$ cat config.mk
export PLATFORM = sky130hd
export DESIGN_NAME = button_gesture_digit_counter_flat
export DESIGN_NICKNAME = d
export VERILOG_FILES = /design/src/hdl/bgdc_pkg.sv /design/src/hdl/bgdc_if.sv /design/src/hdl/bgdc_cfg.sv /design/src/hdl/bgdc_gesture.sv /design/src/hdl/button_gesture_digit_counter.sv /design/src/flat_wrapper.sv
export SDC_FILE = /design/constraint.sdc
export NUM_CORES = 1
export LEC_CHECK = 0
export BUFFER_PORTS_ARGS = -buffer_cell sky130_fd_sc_hd__buf_2
export CAP_MARGIN = 20
export CORE_ASPECT_RATIO = 0.6
export CORE_MARGIN = 2
export CORE_UTILIZATION = 35
export CTS_BUF_LIST = sky130_fd_sc_hd__clkbuf_8
export CTS_CLUSTER_SIZE = 30
export DETAILED_ROUTE_END_ITERATION = 16
export HOLD_SLACK_MARGIN = 0.06
export PLACE_DENSITY = 0.63
export SLEW_MARGIN = 20
export SYNTH_ARGS = -nofsm -noshare
export SYNTH_HDL_FRONTEND = slang
export SYNTH_SLANG_ARGS = --single-unit
export TNS_END_PERCENT = 10
$ cat constraint.sdc
create_clock -name clk_i -period 5.4 [get_ports clk_i]
set_input_delay 1.62 -clock clk_i [delete_from_list [all_inputs] [get_ports clk_i]]
set_output_delay 1.62 -clock clk_i [all_outputs]
set_load 0.005 [all_outputs]
$ cat src/hdl/bgdc_pkg.sv
// Shared types, constants and helper functions for the button gesture digit counter.
// No dependencies; every other file in hdl/ except bgdc_if imports this package.
package bgdc_pkg;

  localparam int unsigned TimerBits = 16;
  localparam int unsigned CfgBits   = 16;
  localparam int unsigned CmpBits   = (TimerBits > CfgBits) ? TimerBits : CfgBits;
  localparam int unsigned AddrBits  = 4;
  localparam int unsigned DataBits  = 32;

  typedef logic [TimerBits-1:0] timer_t;
  typedef logic [CfgBits-1:0]   cfg_word_t;
  typedef logic [CmpBits-1:0]   cmp_t;
  typedef logic [3:0]           digit_t;
  typedef logic [6:0]           seg_t;
  typedef logic [1:0]           reg_idx_t;

  localparam timer_t TimerMax = '1;
  localparam digit_t DigitMax = 4'd9;

  typedef enum logic [2:0] {
    GestNone       = 3'd0,
    GestPress      = 3'd1,
    GestClick      = 3'd2,
    GestLongStart  = 3'd3,
    GestLongRepeat = 3'd4,
    GestLongEnd    = 3'd5
  } gesture_e;

  localparam reg_idx_t RegDebounce    = 2'd0;
  localparam reg_idx_t RegClickWindow = 2'd1;
  localparam reg_idx_t RegLongPress   = 2'd2;
  localparam reg_idx_t RegRepeat      = 2'd3;

  localparam cfg_word_t DebounceReset    = 16'd50;
  localparam cfg_word_t ClickWindowReset = 16'd400;
  localparam cfg_word_t LongPressReset   = 16'd1000;
  localparam cfg_word_t RepeatReset      = 16'd500;

  typedef struct packed {
    cfg_word_t debounce_ticks;
    cfg_word_t click_window_ticks;
    cfg_word_t long_press_ticks;
    cfg_word_t repeat_ticks;
  } cfg_t;

  function automatic seg_t seg_of(digit_t d);
    seg_t s;
    case (d)
      4'd0:    s = 7'h3F;
      4'd1:    s = 7'h06;
      4'd2:    s = 7'h5B;
      4'd3:    s = 7'h4F;
      4'd4:    s = 7'h66;
      4'd5:    s = 7'h6D;
      4'd6:    s = 7'h7D;
      4'd7:    s = 7'h07;
      4'd8:    s = 7'h7F;
      4'd9:    s = 7'h6F;
      default: s = 7'h3F;
    endcase
    return s;
  endfunction

  function automatic timer_t sat_inc(timer_t t);
    return (t == TimerMax) ? t : t + timer_t'(1);
  endfunction

  function automatic digit_t digit_step(digit_t d);
    return (d >= DigitMax) ? 4'd0 : d + 4'd1;
  endfunction

endpackage

$ cat src/hdl/bgdc_if.sv
// Valid/ready channel interfaces for the button gesture digit counter.
// Depends on nothing; widths follow the item and result fields.
interface bgdc_item_if;
  logic valid;
  logic ready;
  logic operation;
  logic level_pressed;

  modport source (output valid, output operation, output level_pressed, input ready);
  modport sink   (input valid, input operation, input level_pressed, output ready);
endinterface

interface bgdc_result_if;
  logic       valid;
  logic       ready;
  logic [2:0] gesture;
  logic [3:0] digit;
  logic [6:0] segments;

  modport source (output valid, output gesture, output digit, output segments, input ready);
  modport sink   (input valid, input gesture, input digit, input segments, output ready);
endinterface

$ cat src/hdl/bgdc_cfg.sv
// APB-style register file holding the four timing thresholds.
// Depends on bgdc_pkg.
module bgdc_cfg (
  input  logic                        clk_i,
  input  logic                        rst_ni,
  input  logic                        psel,
  input  logic                        penable,
  input  logic                        pwrite,
  input  logic [bgdc_pkg::AddrBits-1:0] paddr,
  input  logic [bgdc_pkg::DataBits-1:0] pwdata,
  output logic [bgdc_pkg::DataBits-1:0] prdata,
  output logic                        pready,
  output bgdc_pkg::cfg_t              cfg_o
);
  import bgdc_pkg::*;

  cfg_t     cfg_q, cfg_d;
  reg_idx_t idx;
  logic     wr_en;
  cfg_word_t rd_word;

  assign idx    = paddr[AddrBits-1:2];
  assign wr_en  = psel && penable && pwrite;
  assign pready = 1'b1;

  always_comb begin
    cfg_d = cfg_q;
    if (wr_en) begin
      unique case (idx)
        RegDebounce:    cfg_d.debounce_ticks     = pwdata[CfgBits-1:0];
        RegClickWindow: cfg_d.click_window_ticks = pwdata[CfgBits-1:0];
        RegLongPress:   cfg_d.long_press_ticks   = pwdata[CfgBits-1:0];
        RegRepeat:      cfg_d.repeat_ticks       = pwdata[CfgBits-1:0];
        default:        cfg_d = cfg_q;
      endcase
    end
  end

  always_comb begin
    unique case (idx)
      RegDebounce:    rd_word = cfg_q.debounce_ticks;
      RegClickWindow: rd_word = cfg_q.click_window_ticks;
      RegLongPress:   rd_word = cfg_q.long_press_ticks;
      RegRepeat:      rd_word = cfg_q.repeat_ticks;
      default:        rd_word = '0;
    endcase
  end

  assign prdata = DataBits'(rd_word);
  assign cfg_o  = cfg_q;

  always_ff @(posedge clk_i or negedge rst_ni) begin
    if (!rst_ni) begin
      cfg_q.debounce_ticks     <= DebounceReset;
      cfg_q.click_window_ticks <= ClickWindowReset;
      cfg_q.long_press_ticks   <= LongPressReset;
      cfg_q.repeat_ticks       <= RepeatReset;
    end else begin
      cfg_q <= cfg_d;
    end
  end

endmodule

$ cat src/hdl/bgdc_gesture.sv
// Gesture state: debounce, hold and click timers, flags and the wrapping digit.
// Depends on bgdc_pkg. Computes one item's gesture and digit; state moves on step_i.
module bgdc_gesture (
  input  logic               clk_i,
  input  logic               rst_ni,
  input  bgdc_pkg::cfg_t     cfg_i,
  input  logic               step_i,
  input  logic               is_edge_i,
  input  logic               level_i,
  output bgdc_pkg::gesture_e gesture_o,
  output bgdc_pkg::digit_t   digit_o
);
  import bgdc_pkg::*;

  logic   held_q, held_d;
  logic   long_q, long_d;
  logic   pend_q, pend_d;
  logic   seen_q, seen_d;
  timer_t since_edge_q, since_edge_d;
  timer_t since_rel_q, since_rel_d;
  timer_t hold_q, hold_d;
  digit_t count_q, count_d;

  timer_t    hold_inc, rel_inc;
  cfg_word_t limit;
  logic      bounce;

  assign hold_inc = sat_inc(hold_q);
  assign rel_inc  = sat_inc(since_rel_q);
  assign limit    = long_q ? cfg_i.repeat_ticks : cfg_i.long_press_ticks;
  assign bounce   = seen_q && (cmp_t'(since_edge_q) < cmp_t'(cfg_i.debounce_ticks));

  always_comb begin
    held_d       = held_q;
    long_d       = long_q;
    pend_d       = pend_q;
    seen_d       = seen_q;
    since_edge_d = since_edge_q;
    since_rel_d  = since_rel_q;
    hold_d       = hold_q;
    count_d      = count_q;
    gesture_o    = GestNone;
    if (!is_edge_i) begin
      since_edge_d = sat_inc(since_edge_q);
      // a held button owns the tick; the click window runs only when released
      if (held_q) begin
        if (cmp_t'(hold_inc) >= cmp_t'(limit)) begin
          hold_d    = '0;
          gesture_o = long_q ? GestLongRepeat : GestLongStart;
          long_d    = 1'b1;
          count_d   = digit_step(count_q);
        end else begin
          hold_d = hold_inc;
        end
      end else if (pend_q) begin
        since_rel_d = rel_inc;
        if (cmp_t'(rel_inc) >= cmp_t'(cfg_i.click_window_ticks)) begin
          pend_d    = 1'b0;
          gesture_o = GestClick;
          count_d   = digit_step(count_q);
        end
      end
    end else begin
      // every edge restarts the hold timer, even one dropped as bounce
      hold_d = '0;
      if (!bounce) begin
        seen_d       = 1'b1;
        since_edge_d = '0;
        if (level_i) begin
          pend_d    = 1'b0;
          held_d    = 1'b1;
          long_d    = 1'b0;
          gesture_o = GestPress;
        end else begin
          held_d = 1'b0;
          if (long_q) begin
            long_d    = 1'b0;
            gesture_o = GestLongEnd;
          end else begin
            pend_d      = 1'b1;
            since_rel_d = '0;
          end
        end
      end
    end
  end

  assign digit_o = count_d;

  always_ff @(posedge clk_i or negedge rst_ni) begin
    if (!rst_ni) begin
      held_q       <= 1'b0;
      long_q       <= 1'b0;
      pend_q       <= 1'b0;
      seen_q       <= 1'b0;
      since_edge_q <= '0;
      since_rel_q  <= '0;
      hold_q       <= '0;
      count_q      <= '0;
    end else if (step_i) begin
      held_q       <= held_d;
      long_q       <= long_d;
      pend_q       <= pend_d;
      seen_q       <= seen_d;
      since_edge_q <= since_edge_d;
      since_rel_q  <= since_rel_d;
      hold_q       <= hold_d;
      count_q      <= count_d;
    end
  end

endmodule

$ cat src/hdl/button_gesture_digit_counter.sv
// Channel    | Dir | Payload                           | Handshake
// item_i     | in  | operation, level_pressed          | valid/ready
// result_o   | out | gesture, digit, segments          | valid/ready
// APB        | in  | debounce/click/long/repeat ticks  | psel/penable, pready tied high
//
// One item enters per cycle while item_i.ready is high; its result reaches result_o
// through the input register, then the gesture logic into the result register.
// Reset clears all flags, timers and the digit and loads the default thresholds.
// A stalled result holds in the result register while the input register still
// takes one more item; ready then falls until the result is taken.
// Top level of the button gesture digit counter; depends on bgdc_pkg, bgdc_if,
// bgdc_cfg and bgdc_gesture.
module button_gesture_digit_counter (
  input  logic                          clk_i,
  input  logic                          rst_ni,
  bgdc_item_if.sink                     item_i,
  bgdc_result_if.source                 result_o,
  input  logic                          psel,
  input  logic                          penable,
  input  logic                          pwrite,
  input  logic [bgdc_pkg::AddrBits-1:0] paddr,
  input  logic [bgdc_pkg::DataBits-1:0] pwdata,
  output logic [bgdc_pkg::DataBits-1:0] prdata,
  output logic                          pready
);
  import bgdc_pkg::*;

  cfg_t     cfg;
  gesture_e gest;
  digit_t   digit;

  logic     in_valid_q, in_valid_d;
  logic     in_op_q, in_lvl_q;
  logic     out_valid_q, out_valid_d;
  gesture_e out_gest_q;
  digit_t   out_digit_q;
  seg_t     out_seg_q;
  logic     advance, take;

  bgdc_cfg u_cfg (
    .clk_i   (clk_i),
    .rst_ni  (rst_ni),
    .psel    (psel),
    .penable (penable),
    .pwrite  (pwrite),
    .paddr   (paddr),
    .pwdata  (pwdata),
    .prdata  (prdata),
    .pready  (pready),
    .cfg_o   (cfg)
  );

  bgdc_gesture u_gesture (
    .clk_i     (clk_i),
    .rst_ni    (rst_ni),
    .cfg_i     (cfg),
    .step_i    (advance),
    .is_edge_i (in_op_q),
    .level_i   (in_lvl_q),
    .gesture_o (gest),
    .digit_o   (digit)
  );

  // move the held item into the result register when that slot frees up
  assign advance      = in_valid_q && (!out_valid_q || result_o.ready);
  assign item_i.ready = !in_valid_q || advance;
  assign take         = item_i.valid && item_i.ready;

  always_comb begin
    in_valid_d = in_valid_q;
    if (take) begin
      in_valid_d = 1'b1;
    end else if (advance) begin
      in_valid_d = 1'b0;
    end
    out_valid_d = out_valid_q;
    if (advance) begin
      out_valid_d = 1'b1;
    end else if (result_o.ready) begin
      out_valid_d = 1'b0;
    end
  end

  always_ff @(posedge clk_i or negedge rst_ni) begin
    if (!rst_ni) begin
      in_valid_q  <= 1'b0;
      out_valid_q <= 1'b0;
    end else begin
      in_valid_q  <= in_valid_d;
      out_valid_q <= out_valid_d;
    end
  end

  always_ff @(posedge clk_i) begin
    if (take) begin
      in_op_q  <= item_i.operation;
      in_lvl_q <= item_i.level_pressed;
    end
    if (advance) begin
      out_gest_q  <= gest;
      out_digit_q <= digit;
      out_seg_q   <= seg_of(digit);
    end
  end

  assign result_o.valid    = out_valid_q;
  assign result_o.gesture  = out_gest_q;
  assign result_o.digit    = out_digit_q;
  assign result_o.segments = out_seg_q;

endmodule

$ cat src/flat_wrapper.sv
// flat-port wrapper written by rule: the top's interface ports become plain ports
module button_gesture_digit_counter_flat import bgdc_pkg::*;
  (clk_i, rst_ni, psel, penable, pwrite, paddr, pwdata, prdata, pready, item_i_valid, item_i_operation, item_i_level_pressed, item_i_ready, result_o_valid, result_o_gesture, result_o_digit, result_o_segments, result_o_ready);
  bgdc_item_if item_i_i ();
  bgdc_result_if result_o_i ();
  input  logic clk_i;
  input  logic rst_ni;
  input  logic psel;
  input  logic penable;
  input  logic pwrite;
  input  logic [bgdc_pkg::AddrBits-1:0] paddr;
  input  logic [bgdc_pkg::DataBits-1:0] pwdata;
  output logic [bgdc_pkg::DataBits-1:0] prdata;
  output logic pready;
  input wire logic [$bits(item_i_i.valid)-1:0] item_i_valid;
  input wire logic [$bits(item_i_i.operation)-1:0] item_i_operation;
  input wire logic [$bits(item_i_i.level_pressed)-1:0] item_i_level_pressed;
  output wire logic [$bits(item_i_i.ready)-1:0] item_i_ready;
  output wire logic [$bits(result_o_i.valid)-1:0] result_o_valid;
  output wire logic [$bits(result_o_i.gesture)-1:0] result_o_gesture;
  output wire logic [$bits(result_o_i.digit)-1:0] result_o_digit;
  output wire logic [$bits(result_o_i.segments)-1:0] result_o_segments;
  input wire logic [$bits(result_o_i.ready)-1:0] result_o_ready;
  assign item_i_i.valid = item_i_valid;
  assign item_i_i.operation = item_i_operation;
  assign item_i_i.level_pressed = item_i_level_pressed;
  assign item_i_ready = item_i_i.ready;
  assign result_o_valid = result_o_i.valid;
  assign result_o_gesture = result_o_i.gesture;
  assign result_o_digit = result_o_i.digit;
  assign result_o_segments = result_o_i.segments;
  assign result_o_i.ready = result_o_ready;
  button_gesture_digit_counter u_core (.clk_i(clk_i), .rst_ni(rst_ni), .item_i(item_i_i), .result_o(result_o_i), .psel(psel), .penable(penable), .pwrite(pwrite), .paddr(paddr), .pwdata(pwdata), .prdata(prdata), .pready(pready));
endmodule
==> flow_metrics.tcl <==
set metrics [dict create \
    num_rows 43 \
    worstMarginPinSlew_ns 0.931 \
    finalHoldViolations 0 \
    seq_area_frac_synth 0.427 \
    ys_warn_count 0 \
    htree_levels 4 \
    post_drt_wl_per_cell_um 18.4 \
    core_area_sq_mm 0.0232 \
    wl_met1_mm 11.6 \
    cts_sinks 138 \
    io_pins 94 \
    start_util 0.358 \
    slew_violations 0 \
    finalSetupViolCount 0 \
    ys.flop_type "dfrtp_1" \
    drc 0 \
    crit_type "flip-flop to flip-flop" \
    gr-total-overflow 0 \
    antenna_found_initial 1 \
    final_common_cell "dfrtp_1" \
    ys_async_sr_fraction 0.884 \
    crit_required_ns 5.60 \
    cts_root_buf "clkbuf_8" \
    path_clk_slew_ns 0.09 \
    dieArea_sq_mm 0.0251 \
    cap_violations 0 \
    grt_pass1_vias 5988 \
    hold_buffers 0 \
    timing.final.crit_share 0.928 \
    port-buffer-count 58 \
    met2_length_mm 8.74 \
    fin_nets 965 \
    cts_buffers 17 \
    path_max_fanout 12 \
    drtPass1Iterations 5 \
    hpwl_mm 16.0 \
    power_density_mw_per_mm2 354 \
    area_growth_pct 12.7 \
    fin_tns_setup_ns 0 \
    netlist_area_sq_mm 0.00833 \
    fin_cells 1191 \
    gp_congestion 0.848 \
    cts_tree "built" \
    rsz0062_at_grt "no" \
    die_y_um 123 \
    status "finished clean" \
    final_area_sq_mm 0.00938 \
    whs_ns 0.511 \
    dpl-instance-area_sq_mm 0.00892 \
    layout_common_cells "dfrtp_1, nand2_1, ha_1" \
    skew_ns 0.0107 \
    clkLatencyLatePin_ns 0.48 \
    grt_pass1_wl_mm 34.1 \
    synthCells 806 \
    clk_path_buf_depth 2 \
    wl_met3_mm 1.21 \
    relSlewSlack 0.379 \
    vdd_ir_drop_max_v 0.000146 \
    min_period_ns 5.01 \
    leakage_nw 4.28 \
    wl_mm 21.9 \
    critPathCaptureType "flip-flop" \
    synth_cell_type_count 58 \
    post-cts-setup-buffers 0 \
    grt.total_usage 0.181 \
    hold_class "flip-flop to flip-flop" \
    worstPathArrival_ns 5.21 \
    die_w_um 203 \
    avgSynthCellArea_sq_um 10.3 \
    fmax_mhz 200 \
    dpl.cell_count 1158 \
    yosys_register_bits 138 \
    highest_layer "met4" \
    drt_iter0_drc 543 \
    drtAntennaViolNets 0 \
    synth_edf_count 16 \
    final_layout_size_suffix_gt1_frac 0.243 \
    grt_max_degree 53 \
    via_count 6383 \
    start_kind "flip-flop" \
    vias_per_cell 5.36 \
]
[cells in the mapped netlist (4+ instances only)]
cell,count,area share
a21o_1,4,0.0036
a21oi_1,29,0.017
a31o_2,8,0.0084
a31oi_1,5,0.0038
a32o_1,8,0.0096
and2_1,11,0.0083
and3_1,12,0.0090
buf_1,4,0.0018
buf_4,17,0.015
clkbuf_1,24,0.011
dfrtp_1,104,0.31
dfstp_2,18,0.057
edfxtp_1,16,0.058
ha_1,58,0.087
inv_1,44,0.020
mux2_2,57,0.077
mux2i_1,21,0.025
mux4_2,16,0.043
nand2_1,73,0.033
nand2b_1,9,0.0068
nand3_1,29,0.017
nand4_1,16,0.012
nor2_1,54,0.024
nor2b_1,9,0.0068
nor3_1,16,0.0096
nor3b_1,5,0.0045
o21ai_0,53,0.032
o31ai_1,8,0.0072
xnor2_1,11,0.012
xor2_1,17,0.018
[per-layer routing]
layer | GRT usage | vias to the layer above
met4 | 0.0584 | 0
met5 | 0 | -
met2 | 0.242 | 190
met1 | 0.287 | 3191
met3 | 0.0351 | 22
li1 | - | 2980
[power by group]
group	internal, W	total, W	switching (W)
sequential	0.00126	0.00141	0.000153
combinational	0.000407	0.000902	0.000496
clock	0.000569	0.00100	0.000432
[path summary, 6_finish.rpt]
check                                                start                          end  slack, ns  cells after the start
setup / recovery           u_core.u_gesture.since_rel_q[4]  u_core.result_o.segments[2]       0.39                     18
hold / removal                     u_core.u_gesture.seen_q      u_core.u_gesture.seen_q       0.51                      1
setup reg to reg           u_core.u_gesture.since_rel_q[4]  u_core.result_o.segments[2]       0.39                     18
hold reg to reg                    u_core.u_gesture.seen_q      u_core.u_gesture.seen_q       0.51                      1
max in group asynchronous                           rst_ni       u_core.u_cfg.cfg_o[49]       3.34                      2
min in group asynchronous                           rst_ni  u_core.u_gesture.hold_q[14]       1.20                      1
[flip-flops by register name, summed over array words and instances (netlist names), 3 cells and up]
register	flops
u_core.result_o.segments	7
u_core.u_gesture.hold_q	16
u_core.u_gesture.count_q	4
u_core.u_gesture.since_edge_q	16
u_core.result_o.gesture	3
u_core.u_cfg.cfg_o	64
u_core.result_o.digit	4
u_core.u_gesture.since_rel_q	16
[cells by family after synthesis]
kind of cell / count (synthesis) / share of synthesized area
XOR/XNOR: 28 / 0.0295
multiplexers: 94 / 0.146
other: 2 / 0.000902
AO/OA/AOI/OAI: 138 / 0.108
buffers and inverters: 94 / 0.0505
AND/OR/NAND/NOR: 254 / 0.151
adder cells (fa/ha/maj): 58 / 0.0872
flip-flops: 138 / 0.427
[stage by stage]
| stage | setup WS, ns | util | power [W] |
|---|---|---|---|
| detailed placement | 0.419 | 0.384 | 0.00232 |
| floorplan | 0.629 | - | 0.00199 |
| global placement | 0.576 | 0.384 | 0.00228 |
| CTS | 0.378 | 0.403 | 0.00333 |
| finish | 0.389 | 0.404 | 0.00332 |
| global route | 0.0543 | 0.404 | 0.00352 |
[timing repair]
| item | CTS | global route |
|---|---|---|
| setup endpoints to repair | 0 | 2 |
| gates resized for setup | 0 | 1 |
| endpoints found under the hold margin | 0 | 0 |
[cell type report]
type	instances	area [sq um]
fill	2296	13900
multi-input combinational	589	4410
sequential	138	3560
tap	315	394
timing repair buffer	70	383
clock buffer	19	262
clock inverter	13	198
inverter	46	173
antenna	1	2.50
[worst max-delay path: stages (launching register included)]
cell and delay (ns):
dfrtp_1 0.48, and4_1 0.31, nand4_1 0.14, nor2_1 0.21, and3_1 0.25, nand2b_2 0.21, and3_1 0.28, nand2_1 0.11
xnor2_1 0.14, ha_1 0.27, a21oi_1 0.16, o21ai_0 0.10, a21oi_1 0.37, o21ai_0 0.30, a31oi_4 0.34, nor2_1 0.10
o22ai_2 0.30, inv_1 0.13, or4_1 0.51
Power figures use the tool's default switching activity.
